## config.mk

```make
export PLATFORM = sky130hd
export DESIGN_NAME = delimited_record_field_splitter
export DESIGN_NICKNAME = d
export VERILOG_FILES = /design/src/rtl/drfs_pkg.sv /design/src/rtl/delimited_record_field_splitter.sv
export VERILOG_INCLUDE_DIRS = /design/src /design/src/rtl
export SDC_FILE = /design/constraint.sdc
export NUM_CORES = 1
export LEC_CHECK = 0
export ABC_AREA = 1
export BUFFER_PORTS_ARGS = -buffer_cell sky130_fd_sc_hd__buf_4
export CAP_MARGIN = 10
export CORE_ASPECT_RATIO = 0.9
export CORE_MARGIN = 2
export CORE_UTILIZATION = 55
export CTS_BUF_LIST = sky130_fd_sc_hd__clkbuf_8 sky130_fd_sc_hd__clkbuf_16
export CTS_CLUSTER_SIZE = 16
export DETAILED_ROUTE_END_ITERATION = 6
export PLACE_DENSITY = 0.81
export SETUP_SLACK_MARGIN = 0.1
export SLEW_MARGIN = 0
export SYNTH_ARGS = -nofsm -noshare
export SYNTH_HDL_FRONTEND = slang
export SYNTH_SLANG_ARGS = --single-unit
```

## constraint.sdc

```tcl
create_clock -name clk -period 3.1 [get_ports clk]
set_input_delay 0.62 -clock clk [delete_from_list [all_inputs] [get_ports clk]]
set_output_delay 0.62 -clock clk [all_outputs]
set_load 0.02 [all_outputs]
```

## src/rtl/delimited_record_field_splitter_macros.svh

```systemverilog
// Assertion helpers; each expects clk and arst_n in scope.
`ifndef DELIMITED_RECORD_FIELD_SPLITTER_MACROS_SVH
`define DELIMITED_RECORD_FIELD_SPLITTER_MACROS_SVH

`ifndef SYNTHESIS

`define DRFS_ASSERT_SAME(lbl, ante, cons) \
	lbl: assert property (@(posedge clk) disable iff (!arst_n) (ante) |-> (cons)) \
		else $error("same-cycle check failed");

`define DRFS_ASSERT_NEXT(lbl, ante, cons) \
	lbl: assert property (@(posedge clk) disable iff (!arst_n) (ante) |=> (cons)) \
		else $error("next-cycle check failed");

`else

`define DRFS_ASSERT_SAME(lbl, ante, cons)

`define DRFS_ASSERT_NEXT(lbl, ante, cons)

`endif

`endif

```

## src/rtl/drfs_pkg.sv

```systemverilog
package drfs_pkg;

	localparam int unsigned ByteW   = 8;
	localparam int unsigned ModeW   = 2;
	localparam int unsigned OutDataW = 16;

	localparam logic [ModeW-1:0] MODE_COMMA   = 2'd0;
	localparam logic [ModeW-1:0] MODE_SEMI    = 2'd1;
	localparam logic [ModeW-1:0] MODE_TAB     = 2'd2;
	localparam logic [ModeW-1:0] MODE_TAB_RAW = 2'd3;

	localparam logic [ModeW-1:0] MODE_RESET = MODE_COMMA;

	localparam logic [ByteW-1:0] CH_COMMA  = 8'h2C;
	localparam logic [ByteW-1:0] CH_SEMI   = 8'h3B;
	localparam logic [ByteW-1:0] CH_TAB    = 8'h09;
	localparam logic [ByteW-1:0] CH_DQUOTE = 8'h22;
	localparam logic [ByteW-1:0] CH_SQUOTE = 8'h27;
	localparam logic [ByteW-1:0] CH_SPACE  = 8'h20;

	function automatic logic [ByteW-1:0] sep_of(input logic [ModeW-1:0] mode);
		logic [ByteW-1:0] sep;
		unique case (mode)
			MODE_COMMA: sep = CH_COMMA;
			MODE_SEMI:  sep = CH_SEMI;
			default:    sep = CH_TAB;
		endcase
		return sep;
	endfunction

endpackage

```

## src/rtl/delimited_record_field_splitter.sv

```systemverilog
// Channel   | Direction | tdata                          | tuser     | tlast
// ----------+-----------+--------------------------------+-----------+-----------
// s_axis    | in        | [7:0] data_byte                | -         | last_byte
// m_axis    | out       | [7:0] field_byte, [8] field_end| has_byte  | record_end
// cfg       | in        | record_mode (2 bits), written while record_mode_wen is high
//
// One byte per cycle while m_axis is not stalled; a byte's result passes from the input register
// to the result register before it is on m_axis, and the parse step between the two registers
// is a single state-machine transition.
// Bytes that give no result (skipped spaces, quotes, dropped bytes) leave no gap upstream.
// arst_n clears the parse state, the mode register and both valid flags.
// A stall on m_axis holds the result register and backs up into the input register.
`include "delimited_record_field_splitter_macros.svh"

module delimited_record_field_splitter #(
	parameter int unsigned OUT_DATA_W = drfs_pkg::OutDataW
) (
	input  logic                         clk,
	input  logic                         arst_n,

	input  logic                         record_mode_wen,
	input  logic [drfs_pkg::ModeW-1:0]   record_mode,

	input  logic                         s_axis_tvalid,
	output logic                         s_axis_tready,
	input  logic [drfs_pkg::ByteW-1:0]   s_axis_tdata,   // [7:0] data_byte
	input  logic                         s_axis_tlast,   // last_byte

	output logic                         m_axis_tvalid,
	input  logic                         m_axis_tready,
	output logic [OUT_DATA_W-1:0]        m_axis_tdata,   // [7:0] field_byte, [8] field_end
	output logic                         m_axis_tuser,   // has_byte
	output logic                         m_axis_tlast    // record_end
);

	typedef enum logic [2:0] {
		PH_START    = 3'd0,
		PH_PLAIN    = 3'd1,
		PH_QUOTED_E = 3'd2,
		PH_QUOTED_D = 3'd3,
		PH_QSEEN_E  = 3'd4,
		PH_QSEEN_D  = 3'd5,
		PH_SKIP_E   = 3'd6,
		PH_SKIP_D   = 3'd7
	} phase_t;

	phase_t                        phase_q, nxt_phase;
	logic                          dq_q, nxt_dq;
	logic [drfs_pkg::ModeW-1:0]    mode_q;

	logic                          valid_s1, last_s1;
	logic [drfs_pkg::ByteW-1:0]    byte_s1;

	logic                          m_valid_q, has_q, fend_q, rend_q;
	logic [drfs_pkg::ByteW-1:0]    out_byte_q;

	logic                          out_free, adv_s1;
	logic [drfs_pkg::ByteW-1:0]    sep, hq, ch;
	logic                          quoting, emit, fend, fend_fin, has_result;

	assign out_free      = !m_valid_q || m_axis_tready;
	assign adv_s1        = valid_s1 && out_free;
	assign s_axis_tready = !valid_s1 || out_free;

	assign sep     = drfs_pkg::sep_of(mode_q);
	assign quoting = (mode_q != drfs_pkg::MODE_TAB_RAW);
	assign hq      = dq_q ? drfs_pkg::CH_DQUOTE : drfs_pkg::CH_SQUOTE;

	always_comb begin
		nxt_phase = phase_q;
		nxt_dq    = dq_q;
		emit      = 1'b0;
		fend      = 1'b0;
		ch        = '0;
		unique case (phase_q)
			PH_START: begin
				priority if (quoting && byte_s1 == drfs_pkg::CH_SPACE) begin
					nxt_phase = PH_START;
				end else if (quoting && (byte_s1 == drfs_pkg::CH_DQUOTE ||
				                         byte_s1 == drfs_pkg::CH_SQUOTE)) begin
					nxt_dq    = (byte_s1 == drfs_pkg::CH_DQUOTE);
					nxt_phase = PH_QUOTED_E;
				end else if (byte_s1 == sep) begin
					fend      = 1'b1;
					nxt_phase = PH_START;
				end else begin
					emit      = 1'b1;
					ch        = byte_s1;
					nxt_phase = PH_PLAIN;
				end
			end
			PH_PLAIN: begin
				if (byte_s1 == sep) begin
					fend      = 1'b1;
					nxt_phase = PH_START;
				end else begin
					emit = 1'b1;
					ch   = byte_s1;
				end
			end
			PH_QUOTED_E, PH_QUOTED_D: begin
				if (byte_s1 == hq) begin
					nxt_phase = (phase_q == PH_QUOTED_D) ? PH_QSEEN_D : PH_QSEEN_E;
				end else begin
					emit      = 1'b1;
					ch        = byte_s1;
					nxt_phase = PH_QUOTED_D;
				end
			end
			PH_QSEEN_E, PH_QSEEN_D: begin
				priority if (byte_s1 == hq) begin
					emit      = 1'b1;
					ch        = byte_s1;
					nxt_phase = PH_QUOTED_D;
				end else if (byte_s1 == sep) begin
					fend      = 1'b1;
					nxt_phase = PH_START;
				end else begin
					nxt_phase = (phase_q == PH_QSEEN_D) ? PH_SKIP_D : PH_SKIP_E;
				end
			end
			PH_SKIP_E, PH_SKIP_D: begin
				if (byte_s1 == sep) begin
					fend      = 1'b1;
					nxt_phase = PH_START;
				end
			end
			default: begin
				nxt_phase = PH_START;
			end
		endcase
		fend_fin = fend;
		if (last_s1) begin
			fend_fin  = fend || nxt_phase[0];
			nxt_phase = PH_START;
		end
	end

	assign has_result = emit || fend_fin || last_s1;

	always_ff @(posedge clk or negedge arst_n) begin
		if (!arst_n) begin
			mode_q    <= drfs_pkg::MODE_RESET;
			phase_q   <= PH_START;
			dq_q      <= 1'b0;
			valid_s1  <= 1'b0;
			m_valid_q <= 1'b0;
		end else begin
			if (record_mode_wen) begin
				mode_q <= record_mode;
			end
			if (s_axis_tready) begin
				valid_s1 <= s_axis_tvalid;
			end
			if (adv_s1) begin
				phase_q   <= nxt_phase;
				dq_q      <= nxt_dq;
				m_valid_q <= has_result;
			end else if (m_axis_tready) begin
				m_valid_q <= 1'b0;
			end
		end
	end

	always_ff @(posedge clk) begin
		if (s_axis_tready && s_axis_tvalid) begin
			byte_s1 <= s_axis_tdata;
			last_s1 <= s_axis_tlast;
		end
		if (adv_s1 && has_result) begin
			has_q      <= emit;
			out_byte_q <= ch;
			fend_q     <= fend_fin;
			rend_q     <= last_s1;
		end
	end

	assign m_axis_tvalid = m_valid_q;
	assign m_axis_tuser  = has_q;
	assign m_axis_tlast  = rend_q;
	assign m_axis_tdata  = {{(OUT_DATA_W-drfs_pkg::ByteW-1){1'b0}}, fend_q, out_byte_q};

	`DRFS_ASSERT_SAME(a_no_empty_result, m_valid_q && !has_q, fend_q || rend_q)
	`DRFS_ASSERT_SAME(a_idle_byte_zero, m_valid_q && !has_q, out_byte_q == '0)
	`DRFS_ASSERT_NEXT(a_last_restarts, adv_s1 && last_s1, phase_q == PH_START && m_valid_q)
	`DRFS_ASSERT_NEXT(a_raw_no_quote,
		adv_s1 && mode_q == drfs_pkg::MODE_TAB_RAW && phase_q == PH_START,
		phase_q == PH_START || phase_q == PH_PLAIN)

endmodule
```

======== Yosys cells after proc, flatten, opt, wreduce, memory -nomap -nowiden ========
Cells that the tools add are included.
operators by class
  bitwise logic cells ..................... 1
  reductions and logical operators ........ 21
  muxes and demuxes ....................... 33
  eq/ne operators ......................... 15
operators with widths
  cell                                            number
  2-to-1 mux 8 bit                                5
  case mux 8 bit (4 select lines)                 1
  == test 8 x 6 -> 1 bit (second input constant)  3
  2-to-1 mux 3 bit                                6
  2-to-1 mux 1 bit                                15
  == test 3 bit (second input constant)           4
  case mux 3 bit (4 select lines)                 1
  case mux 6 bit (2 select lines)                 1
  == test 8 x 6 -> 1 bit                          1
  == test 8 bit                                   1
  == test 3 x 2 -> 1 bit (second input constant)  2
  logical OR 1 bit                                6
  logical AND 1 bit                               5
  2-to-1 mux 2 bit                                2
  case mux 1 bit (4 select lines)                 1
  AND reduction 4 bit                             1
  OR reduction 2 bit                              2
  == test 3 x 1 -> 1 bit (second input constant)  1
  zero test 3 bit                                 1
  != test 3 x 1 -> 1 bit (second input constant)  1
  case mux 1 bit (3 select lines)                 1
  OR reduction 3 bit                              1
  == test 2 x 1 -> 1 bit (second input constant)  1
  zero test 1 bit                                 2
  5 further kinds                                 5
storage, ports and cells
  logic and storage cells ................. 82
  output and inout port bits .............. 20
  flip-flop bits (word level) ............. 28

======== Longest topological paths before layout ========
  depth in word-level cells ............... 12
  depth in mapped cells ................... 12

======== Worst setup path before layout ========
OpenSTA, ideal clock, no wires.
  path kind ............................... register to register
  from .................................... register byte_s1[7] (netlist bit)
  to ...................................... register fend_q (enable)
  buffers on the path ..................... 0
  arrival ................................. 1376 ps
  stages on the path, launching flop included .. 10
  setup time .............................. 339 ps
  slack ................................... 1385 ps
  path through ............................ edfxtp_1 > nor2_4 > nand3_2 > nor2_4 > nand2_2 > nand2_1 > o21ai_4 > nand3_2 > nand2_1 > inv_1
on the way
  cells in the longest elaborated chain, start to end .. 11
ends and longest elaborated chain
  element                                                                                    line                                                                          RTL
  start, declared                                                                            delimited_record_field_splitter.sv:52                                         logic [drfs_pkg::ByteW-1:0] byte_s1;
  start signal, assigned                                                                     delimited_record_field_splitter.sv:167                                        byte_s1 <= s_axis_tdata;
  == test 8 x 6 -> 1 bit, on equally long branches                                           delimited_record_field_splitter.sv:79, delimited_record_field_splitter.sv:80
  logical OR 1 bit                                                                           delimited_record_field_splitter.sv:79                                         end else if (quoting && (byte_s1 == drfs_pkg::CH_DQUOTE ||
  logical AND 1 bit                                                                          delimited_record_field_splitter.sv:79
  2-to-1 mux 2 bit / 2-to-1 mux 1 bit (equally long branches)                                delimited_record_field_splitter.sv:79
  2-to-1 mux 2 bit / 2-to-1 mux 1 bit (equally long branches)                                delimited_record_field_splitter.sv:77                                         priority if (quoting && byte_s1 == drfs_pkg::CH_SPACE) begin
  case mux 3 bit (4 select lines) / case mux 1 bit (3 select lines) (equally long branches)  delimited_record_field_splitter.sv:75                                         unique case (phase_q)
  logical OR 1 bit                                                                           delimited_record_field_splitter.sv:134                                        fend_fin = fend || nxt_phase[0];
  2-to-1 mux 1 bit                                                                           delimited_record_field_splitter.sv:133                                        if (last_s1) begin
  logical OR 1 bit * (2 in series)                                                           delimited_record_field_splitter.sv:139                                        assign has_result = emit || fend_fin || last_s1;
  logical AND 1 bit *                                                                        delimited_record_field_splitter.sv:170                                        if (adv_s1 && has_result) begin
  end signal, assigned                                                                       delimited_record_field_splitter.sv:173                                        fend_q <= fend_fin;
  end, declared                                                                              delimited_record_field_splitter.sv:54                                         logic m_valid_q, has_q, fend_q, rend_q;
Every way passes the cells marked *; elsewhere a longest branch is shown, timed or not. The select of a mux whose other input is x is not followed.
A chain may end at the register's enable or synchronous reset.

======== Worst setup path in the final report ========
  from .................................... register mode_q[1] (netlist bit)
  to ...................................... register out_byte_q[2] (netlist bit) (enable)
on the way
  cells in the longest elaborated chain, start to end .. 12
ends and longest elaborated chain
  element                                                                                    line                                                                                                                  RTL
  start, declared                                                                            delimited_record_field_splitter.sv:49                                                                                 logic [drfs_pkg::ModeW-1:0] mode_q;
  start signal, assigned                                                                     delimited_record_field_splitter.sv:143                                                                                mode_q <= drfs_pkg::MODE_RESET;
  start signal, assigned                                                                     delimited_record_field_splitter.sv:150                                                                                mode_q <= record_mode;
  == test 2 x 1 -> 1 bit / zero test 2 bit (equally long branches)                           drfs_pkg.sv:23                                                                                                        unique case (mode)
  case mux 6 bit (2 select lines)                                                            drfs_pkg.sv:23
  == test 8 bit                                                                              -
  2-to-1 mux 1 bit, on equally long branches                                                 delimited_record_field_splitter.sv:83, delimited_record_field_splitter.sv:93, delimited_record_field_splitter.sv:115
  2-to-1 mux 2 bit / 2-to-1 mux 1 bit (equally long branches)                                delimited_record_field_splitter.sv:79
  2-to-1 mux 2 bit / 2-to-1 mux 1 bit (equally long branches)                                delimited_record_field_splitter.sv:77
  case mux 3 bit (4 select lines) / case mux 1 bit (3 select lines) (equally long branches)  delimited_record_field_splitter.sv:75
  logical OR 1 bit                                                                           delimited_record_field_splitter.sv:134
  2-to-1 mux 1 bit                                                                           delimited_record_field_splitter.sv:133
  logical OR 1 bit * (2 in series)                                                           delimited_record_field_splitter.sv:139
  logical AND 1 bit *                                                                        delimited_record_field_splitter.sv:170
  end signal, assigned                                                                       delimited_record_field_splitter.sv:172                                                                                out_byte_q <= ch;
  end, declared                                                                              delimited_record_field_splitter.sv:55                                                                                 logic [drfs_pkg::ByteW-1:0] out_byte_q;
Marked as above.

==> results.cfg <==
[floorplanning]
start_util_pct = 58.9
dieArea_mm2 = 0.00312
die_h_um = 53.2
fp.dieW_um = 58.7
num_rows = 17
core_region_area_mm2 = 0.00251
ioPinCount = 36

[timing]
finalClockSkew_ns = 0.00223
fmax_mhz = 521
min_period_ns = 1.92
setup_violations = 0
fin_setup_tns_ns = 0
final-hold-violation-count = 0
finalMaxSlewViolations = 0
period_share_pct = 61.9
rsz0062_at_grt = false

[yosys]
yosysSeqAreaShare_pct = 54.1
yosysTopAreaCell = edfxtp_1
yosys-top-cells-area = edfxtp_1, nand2_1, dfrtp_1, inv_1, buf_4
avgSynthCellArea_um2 = 8.80
yosys.cell_types.count = 20
syn-instance-count = 168
synthesis.area_mm2 = 0.00148
ys_ff_latch = 28
synth.top_cell.area_share_pct = 40.6
yosysWarnings = 0

[setup_path]
crit_arrival_ns = 1.87
cp_max_fo = 11
cp-start-kind = flip-flop
cp.required_ns = 3.05
worstSetupPathType = reg2reg
worstSetupEndpointType = flip-flop

[global_route]
track_usage_pct = 19.1
antenna_found_initial = 0
grt_first_pass_wirelength_um = 4280
grt_max_degree = 16
grt_remaining_overflow = 0
grt_pass1_vias = 1034

[finish]
drive_above_1_share_pct = 26.3
nets = 215
diodes = 0
area_growth_pct = 17.1
nFillCells = 209
layoutNonFillerInstCount = 226

[place]
dpl.hpwl_um = 2130
gp_congestion = 0.882
io_buffers = 28
place_inst = 222

[clock_tree]
clk_pin_slew_ns = 0.09
ctsHoldBuffers = 0
cts_max_level = 1
clkLatencyLatePin_ns = 0.28
cts-root-buf = clkbuf_8
clockBufferDepth = 2
cts_made_buffers = 3
cts_sinks = 28
cts_tree = built
post_cts_resized = 0
cts_setup_buffers = 0

[detailed_routing]
drt-total-wl_um = 2620
vias = 1114
drt-initial-drc-count = 16
drc = 2
final_antenna_net_count = 0
drt-wirelength-per-cell_um = 11.6
viasPerCell = 4.93
first_pass_iters = 6

[run]
cap_violations = 0

[run_status]
violations = design-rule violations
status = complete, but fails checks

[power_and_ir_drop]
ir_worst_vdd_mv = 0.312
leakage_nw = 0.888
power_mw = 1.15
powerDensity_mw_per_mm2 = 661

[hold_path]
holdCritPathClass = in2async
power breakdown:
| group | switching, mW | internal (mW) |
|---|---|---|
| Sequential | 0.0428 | 0.504 |
| Clock | 0.113 | 0.0891 |
| Combinational | 0.253 | 0.144 |
worst max-delay path, stage by stage, from the launching register on:
cell and delay, ns:
dfrtp_1 0.44, inv_2 0.10, nand2_1 0.07, nand2_1 0.06, nand2_1 0.05, nor2_2 0.15, nand3_1 0.16, nand2_1 0.09
inv_1 0.05, nand3_2 0.06, nand2_1 0.07, inv_1 0.30
final timing paths:
kind | from | to | slack (ns) | cells after the start
min in group clk | s_axis_tdata[0] | byte_s1[0] | 0.51 | 1
max reg2reg | mode_q[1] | out_byte_q[2] | 1.18 | 11
max in group asynchronous | arst_n | mode_q[0] | 2.84 | 1
min reg2reg | dq_q | dq_q | 0.55 | 2
min | arst_n | dq_q | 0.14 | 1
max | mode_q[1] | out_byte_q[2] | 1.18 | 11
cell type report:
class | instances | area (µm²) | share of cell area (%)
multi-input cells | 114 | 551 | 31.8
clock buffers | 3 | 41.3 | 2.38
inverters | 24 | 90.1 | 5.20
flip-flops and latches | 28 | 801 | 46.2
well taps | 28 | 35.0 | 2.02
clock inverters | 1 | 3.75 | 0.217
repair buffers | 28 | 210 | 12.1
synth_stat cells, drive strengths merged:
cell type and n:
edfxtp 20, nand4 1, a21oi 8, a21boi 1
nand2 62, nor2 20, conb 1, buf 8
nand3b 1, o21ai 5, nand3 9, dfrtp 8
inv 24
state kept, by name, summed over array words and instances, names as in the netlist, 2 cells and up:
register    count
byte_s1         8
mode_q          2
out_byte_q      8
phase_q         3
cell usage in the layout (no fill, tap or decap):
master    instances
dfrtp_1           8
buf_4            28
inv_2             3
clkbuf_8          3
o21ai_4           1
o21ai_0           3
nand3_2           4
nand3_1           5
inv_1            22
nand4_1           1
nor2_1           15
a21boi_1          1
nand2_1          56
conb_1            7
nor2_2            3
nand2_2           6
nor2_4            2
edfxtp_1         20
a21oi_1           8
o21ai_2           1
nand3b_4          1
metal layers:
layer  track usage (%)  vias to the layer above  part of all wire (%)
met5                 0                        -                     0
met4              9.47                        0                   1.7
met3              4.89                        5                   5.2
met2              33.0                       34                    49
met1              22.2                      503                    44
li1                  -                      572                     -
logic make-up (layout without fill, tap and decap cells):
group / Yosys count / after routing / synth area share [%]
other: 1 / 7 / 0.254
DFF: 28 / 28 / 54.1
and+or+nand+nor: 93 / 93 / 29.5
AOI/OAI and AO/OA: 14 / 14 / 5.92
buffers and inverters: 32 / 56 / 10.2
stage by stage:
| stage | setup slack [ns] | utilization (%) | hold WS, ns | instance area (µm²) |
|---|---|---|---|---|
| finish | 1.18 | 69.0 | 0.138 | 1730 |
| global route | 0.983 | 69.0 | 0.128 | 1730 |
| CTS | 1.17 | 69.0 | 0.139 | 1730 |
| detailed placement | 1.18 | 67.2 | 0.443 | 1690 |
| global placement | 1.26 | 67.2 | 0.442 | 1690 |
| floorplan | 1.38 | - | 0.324 | 1500 |
Note: power is estimated with default switching activity, not from simulation.
